## config.mk

```make
export PLATFORM = sky130hd
export DESIGN_NAME = psu_setpoint_link_sequencer_top
export DESIGN_NICKNAME = d
export VERILOG_FILES = /design/src/rtl/psu_seq_pkg.sv /design/src/rtl/psu_setpoint_link_sequencer_top.sv
export VERILOG_INCLUDE_DIRS = /design/src /design/src/rtl
export SDC_FILE = /design/constraint.sdc
export NUM_CORES = 1
export LEC_CHECK = 0
export ABC_AREA = 1
export ABC_CLOCK_PERIOD_IN_PS = 6920
export BUFFER_PORTS_ARGS = -buffer_cell sky130_fd_sc_hd__buf_2
export CAP_MARGIN = 20
export CORE_MARGIN = 1
export CORE_UTILIZATION = 25
export DETAILED_ROUTE_END_ITERATION = 8
export PLACE_DENSITY = 0.46
export SYNTH_ARGS = -nofsm -noshare
export SYNTH_HDL_FRONTEND = slang
export SYNTH_SLANG_ARGS = --single-unit
```

## constraint.sdc

```tcl
create_clock -name i_clk -period 6.92 [get_ports i_clk]
set_input_delay 1.038 -clock i_clk [delete_from_list [all_inputs] [get_ports i_clk]]
set_output_delay 1.038 -clock i_clk [all_outputs]
set_load 0.01 [all_outputs]
```

## src/rtl/psu_setpoint_link_sequencer_top_defines.svh

```systemverilog
// Assertion helpers shared by the sequencer RTL. Each use expands to one
// labelled concurrent assertion on the block clock, masked while in reset.
`ifndef PSU_SETPOINT_LINK_SEQUENCER_TOP_DEFINES_SVH
`define PSU_SETPOINT_LINK_SEQUENCER_TOP_DEFINES_SVH

// The consequent must hold in the same cycle as the antecedent.
`define PSU_SEQ_ASSERT_SAME(lbl, ante, cons, msg) \
    lbl: assert property (@(posedge i_clk) disable iff (!i_rst_n) (ante) |-> (cons)) \
        else $error(msg);

// The consequent must hold in the cycle after the antecedent.
`define PSU_SEQ_ASSERT_NEXT(lbl, ante, cons, msg) \
    lbl: assert property (@(posedge i_clk) disable iff (!i_rst_n) (ante) |=> (cons)) \
        else $error(msg);

`endif

```

## src/rtl/psu_seq_pkg.sv

```systemverilog
package psu_seq_pkg;

    localparam int FRACTION_BITS_DEF = 16;
    localparam int CFG_W             = 32;
    localparam int CFG_IDX_W         = 3;
    localparam int DIGIT_W           = 8;
    localparam int SCALE_W           = 10;
    localparam int BYTE_W            = 8;

    localparam logic [SCALE_W-1:0] MASK_CHECK  = 10'h3C0;
    localparam logic [SCALE_W-1:0] MASK_LOW    = 10'h007;
    localparam logic [SCALE_W-1:0] MASK_HIGH   = 10'h3F8;
    localparam logic [SCALE_W-1:0] MARK_SECOND = 10'h001;

    typedef enum logic [1:0] {
        OP_TICK = 2'd0,
        OP_STOP = 2'd1,
        OP_WAIT = 2'd2,
        OP_TRIG = 2'd3
    } t_opcode;

    typedef enum logic [CFG_IDX_W-1:0] {
        CFG_CURRENT_STEP = 3'd0,
        CFG_ZERO_POINT   = 3'd1,
        CFG_SCALE_MIN    = 3'd2,
        CFG_SCALE_MAX    = 3'd3,
        CFG_START_FIRST  = 3'd4,
        CFG_START_SECOND = 3'd5
    } t_cfg_idx;

    typedef enum logic [3:0] {
        STG_IDLE      = 4'b0001,
        STG_WAIT      = 4'b0010,
        STG_DISCHARGE = 4'b0100,
        STG_STOP      = 4'b1000
    } t_stage;

    typedef enum logic [4:0] {
        S_IDLE = 5'b00001,
        S_DIV  = 5'b00010,
        S_ADD  = 5'b00100,
        S_FIN  = 5'b01000,
        S_PUSH = 5'b10000
    } t_state;

    typedef struct packed {
        t_opcode            opcode;
        logic signed [31:0] current_setpoint;
    } t_in_item;

    typedef struct packed {
        logic [BYTE_W-1:0] first_byte;
        logic [BYTE_W-1:0] second_byte;
    } t_out_item;

    // Packs a scale point into the two link bytes, with the top four bits
    // sent inverted as a check.
    function automatic t_out_item pack_point(input logic [SCALE_W-1:0] pc);
        logic [SCALE_W-1:0] nc;
        logic [SCALE_W-1:0] first_w;
        logic [SCALE_W-1:0] second_w;
        t_out_item          res;
        nc       = ~pc;
        first_w  = ((nc & MASK_CHECK) >> 5) | ((pc & MASK_LOW) << 5);
        second_w = MARK_SECOND | ((pc & MASK_HIGH) >> 2);
        res.first_byte  = first_w[BYTE_W-1:0];
        res.second_byte = second_w[BYTE_W-1:0];
        return res;
    endfunction

endpackage

```

## src/rtl/psu_setpoint_link_sequencer_top.sv

```systemverilog
// Power supply setpoint link sequencer. One beat is taken at a time, only
// while the controller is idle. Commands, and ticks outside the discharge
// stage, update the stage and trigger flag; a tick in the wait stage with
// the trigger set, or in the stop stage, also sends the start/stop message.
// A tick in the discharge stage divides the setpoint by the current step in
// a restoring divider that yields one quotient bit per cycle; the zero point
// is then added one byte per cycle, and the point is saturated, packed and
// passed to the output register. A result that finds the output register
// still holding an unaccepted beat waits until that beat is taken, so output
// stalls lengthen the item. The output register lets a new beat be taken
// while an earlier result waits in it to be accepted.
`include "psu_setpoint_link_sequencer_top_defines.svh"

module psu_setpoint_link_sequencer_top
    import psu_seq_pkg::*;
#(
    parameter int FRACTION_BITS = FRACTION_BITS_DEF
) (
    input  logic                 i_clk,
    input  logic                 i_rst_n,
    input  logic                 i_in_valid,
    output logic                 o_in_ready,
    input  t_in_item             i_in_data,
    output logic                 o_out_valid,
    input  logic                 i_out_ready,
    output t_out_item            o_out_data,
    input  logic                 i_cfg_we,
    input  logic [CFG_IDX_W-1:0] i_cfg_idx,
    input  logic [CFG_W-1:0]     i_cfg_data
);

    localparam int DW = 32 + FRACTION_BITS;
    localparam int SW = DW + 2;
    localparam int AW = ((SW + DIGIT_W - 1) / DIGIT_W) * DIGIT_W;
    localparam int ND = AW / DIGIT_W;
    localparam int CW = $clog2(DW);

    // Control state.
    t_state               r_state, n_state;
    t_stage               r_stage, n_stage;
    logic                 r_trig, n_trig;
    logic                 r_out_valid, n_out_valid;
    logic [CW-1:0]        r_cnt, n_cnt;

    // Configuration.
    logic [31:0]          r_current_step, n_current_step;
    logic [31:0]          r_zero_point, n_zero_point;
    logic [SCALE_W-1:0]   r_scale_min, n_scale_min;
    logic [SCALE_W-1:0]   r_scale_max, n_scale_max;
    logic [BYTE_W-1:0]    r_start_first, n_start_first;
    logic [BYTE_W-1:0]    r_start_second, n_start_second;

    // Datapath.
    logic [31:0]          r_divisor, n_divisor;
    logic [31:0]          r_rem, n_rem;
    logic [DW-1:0]        r_dvd, n_dvd;
    logic                 r_neg, n_neg;
    logic                 r_carry, n_carry;
    logic [AW-1:0]        r_zp, n_zp;
    logic [AW-1:0]        r_sum, n_sum;
    t_out_item            r_res, n_res;
    t_out_item            r_out, n_out;

    logic                 in_acc;
    logic [31:0]          sp_bits;
    logic [31:0]          sp_abs;
    logic [32:0]          div_trial;
    logic [32:0]          div_diff;
    logic                 div_ge;
    logic [DIGIT_W:0]     add_sum;
    logic                 s_neg;
    logic                 s_big;
    logic [SCALE_W-1:0]   p_low;
    logic [SCALE_W-1:0]   p_floor;
    logic [SCALE_W-1:0]   p_final;

    // Qualifiers for the assertions at the end of the module.
    logic                 chk_tick;
    logic                 chk_div_first;
    logic                 chk_div_last;
    logic                 chk_cnt_ok;
    logic                 chk_push;
    logic                 chk_pushed;

    assign o_in_ready  = (r_state == S_IDLE);
    assign o_out_valid = r_out_valid;
    assign o_out_data  = r_out;
    assign in_acc      = i_in_valid && o_in_ready;

    assign sp_bits = i_in_data.current_setpoint;
    assign sp_abs  = sp_bits[31] ? (~sp_bits + 32'd1) : sp_bits;

    // One restoring division step: the next dividend bit joins the
    // remainder and the quotient bit shifts in at the bottom.
    assign div_trial = {r_rem, r_dvd[DW-1]};
    assign div_diff  = div_trial - {1'b0, r_divisor};
    assign div_ge    = (div_trial >= {1'b0, r_divisor});

    // A negative quotient is added as its ones' complement with a carry in.
    assign add_sum = {1'b0, r_zp[DIGIT_W-1:0]}
                   + {1'b0, r_dvd[DIGIT_W-1:0] ^ {DIGIT_W{r_neg}}}
                   + {{DIGIT_W{1'b0}}, r_carry};

    // A negative sum truncates to a point at or below zero, which the floor
    // always meets; a sum with bits above the scale range meets the ceiling.
    assign s_neg   = r_sum[AW-1];
    assign s_big   = |r_sum[AW-1:FRACTION_BITS+SCALE_W];
    assign p_low   = r_sum[FRACTION_BITS+SCALE_W-1:FRACTION_BITS];
    assign p_floor = s_neg ? r_scale_min :
                     s_big ? r_scale_max :
                     (p_low < r_scale_min) ? r_scale_min : p_low;
    assign p_final = (p_floor > r_scale_max) ? r_scale_max : p_floor;

    always_comb begin
        n_state        = r_state;
        n_stage        = r_stage;
        n_trig         = r_trig;
        n_cnt          = r_cnt;
        n_out_valid    = r_out_valid && !i_out_ready;
        n_current_step = r_current_step;
        n_zero_point   = r_zero_point;
        n_scale_min    = r_scale_min;
        n_scale_max    = r_scale_max;
        n_start_first  = r_start_first;
        n_start_second = r_start_second;
        n_divisor      = r_divisor;
        n_rem          = r_rem;
        n_dvd          = r_dvd;
        n_neg          = r_neg;
        n_carry        = r_carry;
        n_zp           = r_zp;
        n_sum          = r_sum;
        n_res          = r_res;
        n_out          = r_out;

        if (i_cfg_we) begin
            case (i_cfg_idx)
                CFG_CURRENT_STEP: n_current_step = i_cfg_data;
                CFG_ZERO_POINT:   n_zero_point   = i_cfg_data;
                CFG_SCALE_MIN:    n_scale_min    = i_cfg_data[SCALE_W-1:0];
                CFG_SCALE_MAX:    n_scale_max    = i_cfg_data[SCALE_W-1:0];
                CFG_START_FIRST:  n_start_first  = i_cfg_data[BYTE_W-1:0];
                CFG_START_SECOND: n_start_second = i_cfg_data[BYTE_W-1:0];
                default:          ;
            endcase
        end

        case (r_state)
            S_IDLE: begin
                if (in_acc) begin
                    case (i_in_data.opcode)
                        OP_STOP: n_stage = STG_STOP;
                        OP_WAIT: n_stage = STG_WAIT;
                        OP_TRIG: n_trig  = 1'b1;
                        OP_TICK: begin
                            case (r_stage)
                                STG_IDLE: n_trig = 1'b0;
                                STG_WAIT: begin
                                    if (r_trig) begin
                                        n_res.first_byte  = r_start_first;
                                        n_res.second_byte = r_start_second;
                                        n_stage           = STG_DISCHARGE;
                                        n_state           = S_PUSH;
                                    end
                                end
                                STG_DISCHARGE: begin
                                    n_divisor = (r_current_step == 32'd0) ? 32'd1
                                                                          : r_current_step;
                                    n_rem     = 32'd0;
                                    n_dvd     = {sp_abs, {FRACTION_BITS{1'b0}}};
                                    n_neg     = sp_bits[31];
                                    n_carry   = sp_bits[31];
                                    n_zp      = {{(AW-32){r_zero_point[31]}}, r_zero_point};
                                    n_cnt     = '0;
                                    n_state   = S_DIV;
                                end
                                STG_STOP: begin
                                    n_res.first_byte  = r_start_first;
                                    n_res.second_byte = r_start_second;
                                    n_stage           = STG_IDLE;
                                    n_state           = S_PUSH;
                                end
                                default: n_stage = STG_IDLE;
                            endcase
                        end
                        default: ;
                    endcase
                end
            end
            S_DIV: begin
                n_rem = div_ge ? div_diff[31:0] : div_trial[31:0];
                n_dvd = {r_dvd[DW-2:0], div_ge};
                if (r_cnt == CW'(DW - 1)) begin
                    n_cnt   = '0;
                    n_state = S_ADD;
                end else begin
                    n_cnt = r_cnt + 1'b1;
                end
            end
            S_ADD: begin
                n_sum   = {add_sum[DIGIT_W-1:0], r_sum[AW-1:DIGIT_W]};
                n_carry = add_sum[DIGIT_W];
                n_zp    = r_zp >> DIGIT_W;
                n_dvd   = r_dvd >> DIGIT_W;
                if (r_cnt == CW'(ND - 1)) begin
                    n_cnt   = '0;
                    n_state = S_FIN;
                end else begin
                    n_cnt = r_cnt + 1'b1;
                end
            end
            S_FIN: begin
                n_res   = pack_point(p_final);
                n_state = S_PUSH;
            end
            S_PUSH: begin
                if (!r_out_valid || i_out_ready) begin
                    n_out       = r_res;
                    n_out_valid = 1'b1;
                    n_state     = S_IDLE;
                end
            end
            default: n_state = S_IDLE;
        endcase
    end

    always_ff @(posedge i_clk) begin
        if (!i_rst_n) begin
            r_state        <= S_IDLE;
            r_stage        <= STG_IDLE;
            r_trig         <= 1'b0;
            r_cnt          <= '0;
            r_out_valid    <= 1'b0;
            r_current_step <= 32'd65536;
            r_zero_point   <= 32'd0;
            r_scale_min    <= '0;
            r_scale_max    <= '1;
            r_start_first  <= '0;
            r_start_second <= '0;
        end else begin
            r_state        <= n_state;
            r_stage        <= n_stage;
            r_trig         <= n_trig;
            r_cnt          <= n_cnt;
            r_out_valid    <= n_out_valid;
            r_current_step <= n_current_step;
            r_zero_point   <= n_zero_point;
            r_scale_min    <= n_scale_min;
            r_scale_max    <= n_scale_max;
            r_start_first  <= n_start_first;
            r_start_second <= n_start_second;
        end
    end

    always_ff @(posedge i_clk) begin
        r_divisor <= n_divisor;
        r_rem     <= n_rem;
        r_dvd     <= n_dvd;
        r_neg     <= n_neg;
        r_carry   <= n_carry;
        r_zp      <= n_zp;
        r_sum     <= n_sum;
        r_res     <= n_res;
        r_out     <= n_out;
    end

    assign chk_tick      = in_acc && (i_in_data.opcode == OP_TICK)
                           && (r_stage == STG_DISCHARGE);
    assign chk_div_first = (r_state == S_DIV) && (r_cnt == '0);
    assign chk_div_last  = (r_state == S_DIV) && (r_cnt == CW'(DW - 1));
    assign chk_cnt_ok    = (r_cnt <= CW'(DW - 1));
    assign chk_push      = (r_state == S_PUSH) && (!r_out_valid || i_out_ready);
    assign chk_pushed    = o_out_valid && (r_state == S_IDLE);

    `PSU_SEQ_ASSERT_NEXT(a_tick_starts_div, chk_tick, chk_div_first, "divider not started")
    `PSU_SEQ_ASSERT_SAME(a_div_count_range, r_state == S_DIV, chk_cnt_ok, "bad divider count")
    `PSU_SEQ_ASSERT_NEXT(a_div_to_add, chk_div_last, r_state == S_ADD, "adder not started")
    `PSU_SEQ_ASSERT_NEXT(a_point_marked, r_state == S_FIN, r_res.second_byte[0], "no mark bit")
    `PSU_SEQ_ASSERT_NEXT(a_push_delivers, chk_push, chk_pushed, "result not moved out")

endmodule
```

==> impl_results.md <==
* Final Hold Viols at 0
* Main synth FF type: edfxtp_1
* Layout Area Growth over Synthesis at 14.9%
* Worst path most repeated cell: nand2_1
* CTS resizes at 0
* Clock slew seen by the registers of the worst setup and hold paths at 60 ps
* Initial antenna violation count at 14
* Routability cong. at 0.870
* Fin crit share at 0.598
* Starting DRT DRC Count at 883
* Vias per cell at 4.48
* Max H-tree Level at 2
* Die W at 270 um
* Post-CTS Setup Inserts at 0
* Asr flop ratio synth at 0
* Unique cell type count in the Yosys netlist at 49
* Req. time, crit path at 7230 ps
* Metal2 WL at 22,200 um
* Post-DP Area at 19,300 um^2
* Largest net degree at the start of global routing at 99
* Total number of vias at 14,579
* R2R Setup Slk at 2780 ps
* Final Max Tran Viols at 0
* CTS tree: yes
* EDFF count, synth at 221
* Worst VDD drop at 0.000141 V
* Critical Path Start Type: register
* Remaining DRCs at 0
* Root Buffer: clkbuf_16
* Period minus WS final at 4140 ps
* Status: complete, no violations
* FMAX at 242 MHz
* Crit end category: register
* Max_slew headroom at 0.343
* CP Max Fanout at 20
* Hold-fix buffers, CTS at 0
* Worst min-delay path class: reg2reg
* Worst skew pair latency at 560 ps
* Hpwl dp at 36,100 um
* Leak at 8.96 nW
* Max Buffers Root-to-Sink at 3
* Vias in the first global route at 14,286
* CP delay by family, top: simple AND/OR/NAND/NOR gates
* Die area at 72,900 um^2
* Nets at 2,415
* Worst setup path category: reg2reg
* Syn Nets at 2,367
* Layout cells sized above 1 at 0.0987
* Metal3 WL at 2990 um
* Sequential fraction of the synthesis area at 0.500
* Slowest CP cell: nor2_1
* Mean Syn Cell Area at 8.06 um^2
* Worst-Margin Slew at 986 ps
* RSZ-0062 raised after global routing: no
* Crit path cell chain: ha_1, a21o_1, nor2_1, nand3_1, nand2_1, nand3_1, nand2_1, nand2_1, ha_1, nand2_1, nor2_1, o211ai_1, nand3_1, nand2_1, o21ai_0, inv_1, nand2_1, nand2_1
* DRT Pass-1 Iters at 6
* CTS Buf Count at 42
* Syn. warnings at 0
* Clock Sinks at 338
* Metal-1 WL at 24,000 um
* Design Area, Final at 20,600 um^2
* Max-cap violation count at 0
* Global-route wire length before repair at 79,400 um
* Mean routed wirelength per cell at 15.5 um
* Seq cells post-synth at 338
* Final ANT Viol Nets at 0
* Setup Viol. Count Final at 0
* Routed WL at 50,300 um
* P per Cell Area at 220 nW/um^2
* Core ar. at 70,500 um^2
* Starting Density at 0.255
* Worst Skew at 23.9 ps
* IO Count at 92
* Uppermost layer routed: met5
* Mapped Cells at 2,229
* Port bufs at 91
* # rows at 97
* CP bufs+invs at 1
* Grt ovf at 0
* Die Y at 270 um
* Final setup TNS at 0 ps
* Arr. time, crit path at 4450 ps
* Largest stage delay, worst path at 520 ps
* GRT Total Usage at 0.137
* Mapped cell area at 18,000 um^2
==> through the flow <==
step / total power [mW] / instances / hold WS (ps) / utilization / worst slack, ps
2_1_floorplan: 2.38 / 2229 / 400 / - / 3620
3_3_place_gp: 2.47 / 3169 / 409 / 0.273 / 2860
3_5_place_dp: 2.48 / 3170 / 405 / 0.273 / 2660
4_1_cts: 4.60 / 3247 / 419 / 0.292 / 2640
5_1_grt: 4.71 / 3252 / 438 / 0.293 / 2340
6_report: 4.53 / 3253 / 418 / 0.293 / 2780
==> synth_stat cells (3+ instances only) <==
cell | instances | area (um^2)
ha_1 | 61 | 763
nand4_1 | 28 | 175
xor2_1 | 37 | 324
inv_2 | 4 | 15.0
dfxtp_1 | 117 | 2340
and3_1 | 3 | 18.8
nor2_1 | 339 | 1270
o22ai_1 | 13 | 81.3
inv_1 | 261 | 980
nor4_1 | 9 | 56.3
nand3_1 | 88 | 440
buf_2 | 7 | 35.0
clkinv_1 | 5 | 18.8
nor2_2 | 27 | 169
o211ai_1 | 11 | 82.6
o21bai_1 | 14 | 105
o21ai_0 | 148 | 741
xnor2_1 | 4 | 35.0
buf_6 | 7 | 78.8
nand2_1 | 555 | 2080
clkbuf_1 | 87 | 327
o221ai_1 | 12 | 105
fa_1 | 3 | 60.1
nand3b_1 | 28 | 210
edfxtp_1 | 221 | 6640
a21oi_1 | 91 | 455
buf_1 | 4 | 15.0
nor3_1 | 10 | 50.1
or2_2 | 6 | 37.5
nand2_2 | 4 | 25.0
==> layout by cell type, fill, tap and decap left out, types with 12 or more instances in the layout <==
cell type and count:
dfxtp_1 117, clkbuf_16 45, o21ai_0 148, xor2_1 37
o21bai_1 14, buf_4 15, nand3b_1 28, edfxtp_1 221
ha_1 61, a21oi_1 91, nor2_1 337, buf_2 91
nand4_1 28, o221ai_1 12, nand2_1 555, inv_1 259
nand3_1 88, o22ai_1 13, nor2_2 29
==> worst register-to-register path, stage by stage (launching register included) <==
cell	delay, ps
edfxtp_1	440
ha_1	330
a21o_1	180
nor2_1	520
nand3_1	420
nand2_1	160
nand3_1	90
nand2_1	80
nand2_1	60
ha_1	280
nand2_1	70
nor2_1	180
o211ai_1	120
nand3_1	90
nand2_1	350
o21ai_0	320
inv_1	80
nand2_1	70
nand2_1	60
==> routing by layer <==
layer	vias up	GRT usage
li1	7348	-
met1	6783	0.187
met2	340	0.215
met3	86	0.0326
met4	22	0.0371
met5	-	0
==> path summary, 6_finish.rpt <==
| check | startpoint | to | cells after the start |
|---|---|---|---|
| setup / recovery | r_sum[25] | r_res[6] | 18 |
| hold / removal | r_res[0] | o_out_data[0] | 0 |
| setup reg to reg | r_sum[25] | r_res[6] | 18 |
| hold reg to reg | r_res[0] | o_out_data[0] | 0 |
==> area by class of cell <==
type,count,area (um^2)
antenna,3,7.51
multi-input combinational,1515,7510
inverter,271,1020
fill,7585,49900
clock inverter,17,93.8
tap,940,1180
timing repair buffer,109,627
clock buffer,60,1220
sequential,338,8980
==> flip-flops by register name (all words and copies together), names as in the netlist, 10 cells and up <==
name,count
r_divisor,32
r_dvd,48
r_zp,35
o_out_data,16
r_current_step,32
r_scale_min,10
r_rem,32
r_scale_max,10
r_zero_point,32
r_res,16
r_sum,40
==> logic make-up after synthesis <==
group | synth area share
AND/OR/NAND/NOR | 0.259
buffers and inverters | 0.0821
flip-flops | 0.500
AO/OA/AOI/OAI | 0.0936
adder cells (fa/ha/maj) | 0.0458
XOR/XNOR | 0.0200
==> report_power, final <==
group | leakage (nW) | switching (mW) | internal (mW) | total [mW]
Sequential | 2.94 | 0.0213 | 2.17 | 2.20
Combinational | 5.38 | 0.160 | 0.0809 | 0.241
Clock | 0.649 | 0.864 | 1.23 | 2.10
Total | 8.96 | 1.05 | 3.49 | 4.53
Power figures use the tool's default switching activity.
